File: src/hw/rtl/assert_macros.svh
// Assertion helpers; users must have clk and rst_n in scope.
`ifndef ASSERT_MACROS_SVH
`define ASSERT_MACROS_SVH

// expr must hold at every edge out of reset
`define ASSERT_ALWAYS(lbl, expr, msg) \
  lbl: assert property (@(posedge clk) disable iff (!rst_n) (expr)) else $error(msg);

// when ante holds, cons must hold at the same edge
`define ASSERT_IMPLIES(lbl, ante, cons, msg) \
  lbl: assert property (@(posedge clk) disable iff (!rst_n) (ante) |-> (cons)) else $error(msg);

`endif

File: src/hw/rtl/xcr_pkg.sv
package xcr_pkg;

  localparam int PAYLOAD_BYTES = 128;
  localparam int IDX_W         = $clog2(PAYLOAD_BYTES);

  // input and result queue depths, powers of two
  localparam int IQ_DEPTH = 4;
  localparam int IQ_AW    = $clog2(IQ_DEPTH);
  localparam int IQ_CW    = $clog2(IQ_DEPTH + 1);
  localparam int OQ_DEPTH = 4;
  localparam int OQ_AW    = $clog2(OQ_DEPTH);
  localparam int OQ_CW    = $clog2(OQ_DEPTH + 1);

  localparam logic [7:0] CH_SOH = 8'h01;
  localparam logic [7:0] CH_EOT = 8'h04;
  localparam logic [7:0] CH_ACK = 8'h06;
  localparam logic [7:0] CH_NAK = 8'h15;
  localparam logic [7:0] CH_CAN = 8'h18;
  localparam logic [7:0] CH_C   = 8'h43;
  localparam logic [7:0] CH_SUB = 8'h1A;

  localparam logic [15:0] CRC_POLY = 16'h1021;

  localparam logic CMD_START = 1'b0;

  localparam logic REG_ACCEPT = 1'b0;
  localparam logic REG_LIMIT  = 1'b1;

  localparam logic       ACCEPT_RST = 1'b1;
  localparam logic [3:0] LIMIT_RST  = 4'd6;

  typedef enum logic [2:0] {
    PH_IDLE, PH_HAND, PH_NUM, PH_COMP, PH_DATA, PH_CRCH, PH_CRCL, PH_HEAD
  } phase_t;

  typedef enum logic [2:0] {
    CL_START, CL_SOH, CL_EOT, CL_CAN, CL_SUB, CL_OTHER
  } cls_t;

  typedef enum logic [1:0] {
    KIND_TX, KIND_DATA, KIND_STATUS
  } kind_t;

  typedef enum logic [1:0] {
    ST_RUNNING, ST_EOT, ST_CAN, ST_HS_FAIL
  } status_t;

  typedef struct packed {
    cls_t       cls;
    logic [7:0] data;
  } item_t;

  typedef struct packed {
    kind_t      kind;
    logic [7:0] data;
    logic       good;
    logic       pkt_end;
    status_t    status;
  } result_t;

  typedef struct packed {
    logic       accept;
    logic [3:0] limit;
  } cfg_t;

  // CRC-16/XMODEM, one byte, MSB first
  function automatic logic [15:0] crc16_byte(logic [15:0] crc, logic [7:0] b);
    logic [15:0] c;
    c = crc ^ {b, 8'h00};
    for (int k = 0; k < 8; k++) begin
      if (c[15]) begin
        c = {c[14:0], 1'b0} ^ CRC_POLY;
      end else begin
        c = {c[14:0], 1'b0};
      end
    end
    return c;
  endfunction

endpackage

File: src/hw/rtl/xcr_front.sv
module xcr_front
  import xcr_pkg::*;
(
  input  logic       clk,
  input  logic       rst_n,
  input  logic       push,
  output logic       full,
  input  logic       in_cmd,
  input  logic [7:0] in_rx_byte,
  output logic       item_valid,
  output item_t      item,
  input  logic       item_take
);

  item_t             mem_r [IQ_DEPTH];
  logic [IQ_AW-1:0]  wr_ptr_r, wr_ptr_nxt;
  logic [IQ_AW-1:0]  rd_ptr_r, rd_ptr_nxt;
  logic [IQ_CW-1:0]  cnt_r, cnt_nxt;
  item_t             cls_item;
  logic              wr_en, rd_en;

  // classify the incoming transaction
  always_comb begin
    cls_item.data = in_rx_byte;
    if (in_cmd == CMD_START) begin
      cls_item.cls = CL_START;
    end else begin
      priority case (in_rx_byte)
        CH_SOH:  cls_item.cls = CL_SOH;
        CH_EOT:  cls_item.cls = CL_EOT;
        CH_CAN:  cls_item.cls = CL_CAN;
        CH_SUB:  cls_item.cls = CL_SUB;
        default: cls_item.cls = CL_OTHER;
      endcase
    end
  end

  assign full       = (cnt_r == IQ_CW'(IQ_DEPTH));
  assign item_valid = (cnt_r != '0);
  assign item       = mem_r[rd_ptr_r];
  assign wr_en      = push && !full;
  assign rd_en      = item_take && item_valid;

  always_comb begin
    wr_ptr_nxt = wr_en ? wr_ptr_r + 1'b1 : wr_ptr_r;
    rd_ptr_nxt = rd_en ? rd_ptr_r + 1'b1 : rd_ptr_r;
    unique case ({wr_en, rd_en})
      2'b10:   cnt_nxt = cnt_r + 1'b1;
      2'b01:   cnt_nxt = cnt_r - 1'b1;
      default: cnt_nxt = cnt_r;
    endcase
  end

  always_ff @(posedge clk) begin
    if (!rst_n) begin
      wr_ptr_r <= '0;
      rd_ptr_r <= '0;
      cnt_r    <= '0;
    end else begin
      wr_ptr_r <= wr_ptr_nxt;
      rd_ptr_r <= rd_ptr_nxt;
      cnt_r    <= cnt_nxt;
    end
  end

  always_ff @(posedge clk) begin
    if (wr_en) begin
      mem_r[wr_ptr_r] <= cls_item;
    end
  end

endmodule

File: src/hw/rtl/xcr_back.sv
`include "assert_macros.svh"

module xcr_back
  import xcr_pkg::*;
(
  input  logic       clk,
  input  logic       rst_n,
  input  cfg_t       cfg,
  input  logic       item_valid,
  input  item_t      item,
  output logic       item_take,
  output logic       empty,
  input  logic       pop,
  output result_t    res_out
);

  phase_t            phase_r, phase_nxt;
  logic [3:0]        tries_r, tries_nxt;
  logic [7:0]        blk_num_r, blk_num_nxt;
  logic [7:0]        blk_comp_r, blk_comp_nxt;
  logic [IDX_W-1:0]  idx_r, idx_nxt;
  logic [15:0]       crc_r, crc_nxt;
  logic [7:0]        crc_hi_r, crc_hi_nxt;
  logic              emit;
  result_t           res;
  logic [7:0]        hs_char;
  logic              good;

  result_t           oq_r [OQ_DEPTH];
  logic [OQ_AW-1:0]  oq_wr_r, oq_rd_r;
  logic [OQ_CW-1:0]  oq_cnt_r, oq_cnt_nxt;
  logic              oq_full, oq_rd_en;

  assign oq_full   = (oq_cnt_r == OQ_CW'(OQ_DEPTH));
  assign item_take = item_valid && !oq_full;
  assign hs_char   = cfg.accept ? CH_C : CH_NAK;
  assign good      = (blk_comp_r == ~blk_num_r) && (crc_r == {crc_hi_r, item.data});

  always_ff @(posedge clk) begin
    if (!rst_n) begin
      phase_r <= PH_IDLE;
      tries_r <= '0;
      idx_r   <= '0;
    end else begin
      phase_r <= phase_nxt;
      tries_r <= tries_nxt;
      idx_r   <= idx_nxt;
    end
  end

  always_ff @(posedge clk) begin
    blk_num_r  <= blk_num_nxt;
    blk_comp_r <= blk_comp_nxt;
    crc_r      <= crc_nxt;
    crc_hi_r   <= crc_hi_nxt;
  end

  always_comb begin
    phase_nxt    = phase_r;
    tries_nxt    = tries_r;
    blk_num_nxt  = blk_num_r;
    blk_comp_nxt = blk_comp_r;
    idx_nxt      = idx_r;
    crc_nxt      = crc_r;
    crc_hi_nxt   = crc_hi_r;
    emit         = 1'b0;
    res          = '{kind: KIND_TX, data: '0, good: 1'b0, pkt_end: 1'b0,
                     status: ST_RUNNING};
    if (item_take) begin
      if (item.cls == CL_START) begin
        // start restarts the session from any phase
        phase_nxt = PH_HAND;
        tries_nxt = 4'd1;
        emit      = 1'b1;
        res.data  = hs_char;
      end else begin
        unique case (phase_r)
          PH_IDLE: ;
          PH_HAND: begin
            if (item.cls == CL_SOH) begin
              phase_nxt = PH_NUM;
            end else if (tries_r < cfg.limit) begin
              tries_nxt = tries_r + 1'b1;
              emit      = 1'b1;
              res.data  = hs_char;
            end else begin
              phase_nxt  = PH_IDLE;
              emit       = 1'b1;
              res.kind   = KIND_STATUS;
              res.status = ST_HS_FAIL;
            end
          end
          PH_NUM: begin
            blk_num_nxt = item.data;
            phase_nxt   = PH_COMP;
          end
          PH_COMP: begin
            blk_comp_nxt = item.data;
            idx_nxt      = '0;
            crc_nxt      = '0;
            phase_nxt    = PH_DATA;
          end
          PH_DATA: begin
            crc_nxt = crc16_byte(crc_r, item.data);
            idx_nxt = idx_r + 1'b1;
            if (idx_r == IDX_W'(PAYLOAD_BYTES - 1)) begin
              phase_nxt = PH_CRCH;
            end
            if (item.cls != CL_SUB) begin
              emit     = 1'b1;
              res.kind = KIND_DATA;
              res.data = item.data;
            end
          end
          PH_CRCH: begin
            crc_hi_nxt = item.data;
            phase_nxt  = PH_CRCL;
          end
          PH_CRCL: begin
            phase_nxt   = PH_HEAD;
            emit        = 1'b1;
            res.data    = good ? CH_ACK : CH_NAK;
            res.good    = good;
            res.pkt_end = 1'b1;
          end
          PH_HEAD: begin
            priority case (item.cls)
              CL_SOH: phase_nxt = PH_NUM;
              CL_EOT, CL_CAN: begin
                phase_nxt  = PH_IDLE;
                emit       = 1'b1;
                res.data   = CH_ACK;
                res.status = (item.cls == CL_EOT) ? ST_EOT : ST_CAN;
              end
              default: ;
            endcase
          end
          default: ;
        endcase
      end
    end
  end

  // result queue
  assign empty    = (oq_cnt_r == '0);
  assign res_out  = oq_r[oq_rd_r];
  assign oq_rd_en = pop && !empty;

  always_comb begin
    unique case ({emit, oq_rd_en})
      2'b10:   oq_cnt_nxt = oq_cnt_r + 1'b1;
      2'b01:   oq_cnt_nxt = oq_cnt_r - 1'b1;
      default: oq_cnt_nxt = oq_cnt_r;
    endcase
  end

  always_ff @(posedge clk) begin
    if (!rst_n) begin
      oq_wr_r  <= '0;
      oq_rd_r  <= '0;
      oq_cnt_r <= '0;
    end else begin
      if (emit) begin
        oq_wr_r <= oq_wr_r + 1'b1;
      end
      if (oq_rd_en) begin
        oq_rd_r <= oq_rd_r + 1'b1;
      end
      oq_cnt_r <= oq_cnt_nxt;
    end
  end

  always_ff @(posedge clk) begin
    if (emit) begin
      oq_r[oq_wr_r] <= res;
    end
  end

  `ASSERT_ALWAYS(a_oq_bound, oq_cnt_r <= OQ_CW'(OQ_DEPTH), "result queue overflow")
  `ASSERT_IMPLIES(a_data_phase, emit && res.kind == KIND_DATA && item.cls != CL_START, phase_r == PH_DATA, "payload out of data phase")
  `ASSERT_IMPLIES(a_verdict_phase, emit && res.pkt_end, phase_r == PH_CRCL, "verdict out of CRC phase")
  `ASSERT_IMPLIES(a_good_end, !empty && res_out.good, res_out.pkt_end, "good flag without verdict")

endmodule

File: src/hw/rtl/xmodem_crc_receiver_top.sv
// XMODEM-CRC receiver. Push one item per transaction: cmd 0 starts a session
// (sends 'C', or NAK when accept_transfer is 0), cmd 1 delivers one byte
// received from the sender. Results leave through a queue-style port: bytes
// to transmit, tentative payload bytes (0x1A fill dropped), a per-packet
// ACK/NAK verdict telling whether to keep the packet's bytes, and session
// end status. Throughput is one item per clock while the result queue has
// room. An accepted item waits in the input queue until the engine takes
// it, and its result, if any, is registered into the result queue. The
// engine sets the rate and folds a whole byte into the CRC-16 each cycle.
// A four-entry input queue and a four-entry result queue let a stall on one
// side hold up the other only once full. Write configuration only while idle.
module xmodem_crc_receiver_top
  import xcr_pkg::*;
(
  input  logic       clk,
  input  logic       rst_n,
  // input transactions
  input  logic       push,
  output logic       full,
  input  logic       in_cmd,
  input  logic [7:0] in_rx_byte,
  // result transactions
  output logic       empty,
  input  logic       pop,
  output logic [1:0] out_kind,
  output logic [7:0] out_byte,
  output logic       out_packet_good,
  output logic       out_packet_end,
  output logic [1:0] out_session_status,
  // configuration writes
  input  logic       cfg_valid,
  output logic       cfg_ready,
  input  logic       cfg_index,
  input  logic [3:0] cfg_data
);

  cfg_t    cfg_r;
  logic    item_valid, item_take;
  item_t   item;
  result_t res;

  // registers are always writable; the user is to write them only between sessions, the block does not enforce it
  assign cfg_ready = 1'b1;

  always_ff @(posedge clk) begin
    if (!rst_n) begin
      cfg_r.accept <= ACCEPT_RST;
      cfg_r.limit  <= LIMIT_RST;
    end else if (cfg_valid && cfg_ready) begin
      unique case (cfg_index)
        REG_ACCEPT: cfg_r.accept <= cfg_data[0];
        REG_LIMIT:  cfg_r.limit  <= cfg_data;
        default: ;
      endcase
    end
  end

  // front: classify and queue incoming transactions
  xcr_front u_front (
    .clk        (clk),
    .rst_n      (rst_n),
    .push       (push),
    .full       (full),
    .in_cmd     (in_cmd),
    .in_rx_byte (in_rx_byte),
    .item_valid (item_valid),
    .item       (item),
    .item_take  (item_take)
  );

  // back: protocol engine, CRC and result queue
  xcr_back u_back (
    .clk        (clk),
    .rst_n      (rst_n),
    .cfg        (cfg_r),
    .item_valid (item_valid),
    .item       (item),
    .item_take  (item_take),
    .empty      (empty),
    .pop        (pop),
    .res_out    (res)
  );

  assign out_kind           = res.kind;
  assign out_byte           = res.data;
  assign out_packet_good    = res.good;
  assign out_packet_end     = res.pkt_end;
  assign out_session_status = res.status;

endmodule

File: config.mk
export PLATFORM = sky130hd
export DESIGN_NAME = xmodem_crc_receiver_top
export DESIGN_NICKNAME = d
export VERILOG_FILES = /design/src/hw/rtl/xcr_pkg.sv /design/src/hw/rtl/xcr_front.sv /design/src/hw/rtl/xcr_back.sv /design/src/hw/rtl/xmodem_crc_receiver_top.sv
export VERILOG_INCLUDE_DIRS = /design/src /design/src/hw/rtl
export SDC_FILE = /design/constraint.sdc
export NUM_CORES = 1
export LEC_CHECK = 0
export BUFFER_PORTS_ARGS = -buffer_cell sky130_fd_sc_hd__buf_4
export CAP_MARGIN = 20
export CORE_ASPECT_RATIO = 1.2
export CORE_UTILIZATION = 61
export DETAILED_ROUTE_END_ITERATION = 7
export PLACE_DENSITY = 0.83
export SKIP_LAST_GASP = 1
export SLEW_MARGIN = 0
export SYNTH_ARGS = -nofsm -noshare
export SYNTH_HDL_FRONTEND = slang
export SYNTH_SLANG_ARGS = --single-unit
File: constraint.sdc
create_clock -name clk -period 3.6 [get_ports clk]
set_clock_uncertainty 0.15 [all_clocks]
set_input_delay 0.72 -clock clk [delete_from_list [all_inputs] [get_ports clk]]
set_output_delay 0.72 -clock clk [all_outputs]
set_load 0.05 [all_outputs]
==> summary.md <==
The primary flip-flop cell chosen by synthesis mapping is sky130_fd_sc_hd__edfxtp_1. The tools report the detailed-route wire length as 14.6 mm. The logs give 0 for the DRC violations left and 54 for the count of unique library cells instantiated by Yosys. The logs give 12300 µm² for the standard cell core area and 23.9 mm for the wire length of the first global-routing pass. The tools report the number of global-route vias before repair as 4723. The longest clock path from root to sink contains 2 buffers. The actual transition at the worst max-transition pin is 970 ps.

Once detailed placement completed, the half-perimeter wirelength came to 9.77 mm. The run gives 13300 µm² as the floorplan die area. The starting density of the core is 63.6%, and the row count is 44. The worst setup path is launched from a flop. The synthesized area per cell is 13.8 µm², and the count of final setup violators is 0. Compared with the post-synthesis result, the final layout area differs by 14.5%. Data on the critical path is required at its endpoint by 3780 ps.

The cell leakage power was 3.05 nW; the final layout net count was 655. The type of the tightest min-delay check was reg2reg. The tools report the buffer cell driving the clock tree root as sky130_fd_sc_hd__clkbuf_16.

TritonCTS built the clock tree. In the layout the commonest cells are sky130_fd_sc_hd__edfxtp_1 (140), sky130_fd_sc_hd__buf_4 (54), sky130_fd_sc_hd__nor2_1 (49), sky130_fd_sc_hd__xnor2_1 (36), sky130_fd_sc_hd__dfxtp_1 (36). After layout, the worst path uses 92.5% of the clock period. Counting the buffers created by CTS gives 17.

The total count of hold-check failures in the final report was 0. For this run, the total global-route usage over all layers was measured as 23.9%. Highest attainable clock frequency: 300 MHz. After clock tree synthesis, the clock-pin slew on the worst setup and hold paths is 70 ps. Measured on the finished design, the core utilization comes to 72.8%. The total overflow left after global routing is 0. The number of flops mapped to enable cells by yosys came out at 140. The element type at the critical path end was a flop. The run finished with clean final reports. In this run the tightest slew margin relative to its limit is 35.3%. Data arrives at the worst endpoint at 3510 ps.

The tools report the total I/O pin count as 36. The clock latency on the worst-skew pair is 430 ps. The worst setup path is of the reg2reg kind. The critical path goes through mux4_2, nand3b_1, a21o_1, a31oi_4, ha_1, inv_1, fa_1, xor2_1, or3_1, a21oi_1.

Maximum fanout along the worst path: 7. Summing over every cut layer, the via total after detailed routing is 4650. The number of maximum-capacitance constraint violations was 0.

The slowest stage of the critical path belongs to the cell sky130_fd_sc_hd__mux4_2. Setup total negative slack on the finished layout was measured at 0 ps. Setup repair after global routing left no endpoint under its margin. The final weighted congestion in routability-driven placement was 0.899; the post-synthesis sequential area ratio was 63.3%. Synthesis produced a netlist whose cell count is 564. Dividing the detail-routed via count by the number of cells gives 5.86. The logs give 762 for the total of fill cells in the finished design and 30 for the largest net degree at the start of global routing. The share of post-route cells with drive strength above 1 is 19.8%, and the number of warnings reported in the yosys synthesis log is 0. The number of pins exceeding their max-slew limit in the final report came out at 0. The floorplan die width was 105 µm; the post-detailed-route count of antenna-violating nets was 0. Port buffering added 34 buffers. 0 antenna diodes ended up in the layout. The logs give 6 for the detailed-router iteration count before antenna repair and 7810 µm² for the total standard cell area after synthesis.

The initial antenna violation count is 0, and the peak supply drop is 0.493 mV. Power spread over the standard cell area amounts to 761 nW/µm². Synthesis inferred 177 register bits. The shortest clock period the worst path allows after layout was 3330 ps; the number of clock sinks was 177. Counting every net in the synthesized netlist gives 600. The largest single stage delay on the critical path is 610 ps. From bottom edge to top edge, the die measures 126 µm. The first routing iteration left 320 violations. The H-tree depth reported by CTS is 4, and the proportion of synthesized flip-flops having asynchronous set or reset is 0%. The most common cell after layout, fill and taps aside is sky130_fd_sc_hd__edfxtp_1.

Per-cell routed wire length: 18.4 µm.
## repair_timing
item / 4_1_cts / 5_1_grt
hold buffers: 0 / 0
gates resized for setup: 0 / 1
setup endpoints to repair: 0 / 1
buffers inserted: 0 / 6
## power breakdown
part           internal (mW)  leakage [nW]  switching (mW)  total (mW)
sequential              2.47          1.54           0.119        2.59
clock                   1.16         0.298           0.764        1.92
combinational          0.891          1.22            1.39        2.29
## worst paths after layout
path | from | to | slack (ps) | cells after the start
worst min register to register | cfg_r[0] | cfg_r[0] | 300 | 2
worst max-delay path | flop | u_back.oq_cnt_r[2] | 270 | 10
worst max register to register | flop | u_back.oq_cnt_r[2] | 270 | 10
worst min-delay path | cfg_r[0] | cfg_r[0] | 300 | 2
## layout make-up
type	count	area (µm²)	share of cell area, %
flip-flops and latches	177	4950	55.3
multi-input cells	347	2680	30.0
clock buffers	18	429	4.80
repair buffers	56	420	4.70
well taps	161	201	2.25
clock inverters	14	185	2.07
inverters	20	75.1	0.840
## state kept, by name, indices dropped and copies added (netlist names), named ones only
register,count
u_back.oq_rd_r,2
u_front.rd_ptr_r,2
u_back.blk_comp_r,8
u_back.oq_wr_r,2
u_back.blk_num_r,8
u_back.crc_r,16
u_back.idx_r,7
u_back.oq_r,56
u_front.mem_r,44
u_front.cnt_r,3
u_back.oq_cnt_r,3
u_back.tries_r,4
u_back.crc_hi_r,8
u_back.phase_r,3
u_front.wr_ptr_r,2
cfg_r,5
## critical path: cells and delay by family (launching register included)
family / cells / cell delay [ps]
AOI/OAI and AO/OA: 3 / 700
xor gates and xnor gates: 1 / 170
muxes: 1 / 610
adders and majority gates: 2 / 620
DFF: 1 / 390
and+or+nand+nor: 2 / 540
buffers and inverters: 1 / 60
## metal layers
layer	up-vias	part of all wire [%]	track usage (%)
met3	27	4.0	4.09
met1	2299	39	27.5
li1	2188	-	-
met5	-	0	0
met2	136	55	43.7
met4	0	2.1	10.0
## cell families after synthesis
| logic type | after synthesis | synth area share [%] |
|---|---|---|
| buf+inv | 40 | 2.32 |
| xor+xnor | 58 | 6.51 |
| compound gates | 71 | 5.96 |
| flops | 177 | 63.3 |
| other cells | 1 | 0.0480 |
| simple gates | 170 | 11.0 |
| fa+ha+maj | 17 | 2.92 |
| mux | 30 | 7.85 |
## metrics by stage
stage               hold slack, ps  cells  setup slack [ps]  cell area, µm²  power [mW]
CTS                            310    785               155            8880        6.76
floorplan                      282    564               334            7810        4.31
finish                         304    793               269            8940        6.80
global route                   336    793               102            8940        7.11
detailed placement             301    753               213            8260        4.84
global placement               302    753               365            8260        4.76
## Yosys cell counts (2+ instances only)
master / instances / share of area [%]
sky130_fd_sc_hd__nand2b_1: 5 / 0.40
sky130_fd_sc_hd__nand3b_1: 2 / 0.19
sky130_fd_sc_hd__o31ai_1: 2 / 0.19
sky130_fd_sc_hd__edfxtp_1: 140 / 54
sky130_fd_sc_hd__mux4_2: 25 / 7.2
sky130_fd_sc_hd__nor2_2: 2 / 0.16
sky130_fd_sc_hd__nor4_1: 6 / 0.48
sky130_fd_sc_hd__xor2_1: 22 / 2.5
sky130_fd_sc_hd__nand2_1: 33 / 1.6
sky130_fd_sc_hd__a32oi_1: 2 / 0.22
sky130_fd_sc_hd__inv_1: 20 / 0.96
sky130_fd_sc_hd__nor3_1: 12 / 0.77
sky130_fd_sc_hd__or3_1: 4 / 0.32
sky130_fd_sc_hd__xnor2_1: 36 / 4.0
sky130_fd_sc_hd__ha_1: 15 / 2.4
sky130_fd_sc_hd__nand4_1: 5 / 0.40
sky130_fd_sc_hd__dfxtp_1: 37 / 9.5
sky130_fd_sc_hd__or2_2: 6 / 0.48
sky130_fd_sc_hd__and2_1: 13 / 1.0
sky130_fd_sc_hd__nand3_1: 15 / 0.96
sky130_fd_sc_hd__a21oi_1: 24 / 1.5
sky130_fd_sc_hd__fa_1: 2 / 0.51
sky130_fd_sc_hd__nor2_1: 49 / 2.4
sky130_fd_sc_hd__mux2i_1: 5 / 0.64
sky130_fd_sc_hd__buf_6: 3 / 0.43
sky130_fd_sc_hd__and3_1: 4 / 0.32
sky130_fd_sc_hd__nor2b_1: 8 / 0.64
sky130_fd_sc_hd__a21o_1: 3 / 0.29
sky130_fd_sc_hd__buf_1: 2 / 0.096
sky130_fd_sc_hd__a31oi_1: 6 / 0.48
sky130_fd_sc_hd__buf_4: 2 / 0.19
sky130_fd_sc_hd__o21a_1: 5 / 0.48
sky130_fd_sc_hd__o21ai_0: 17 / 1.1
sky130_fd_sc_hd__clkbuf_1: 12 / 0.58
No activity file was read; power rests on OpenSTA's default activity.
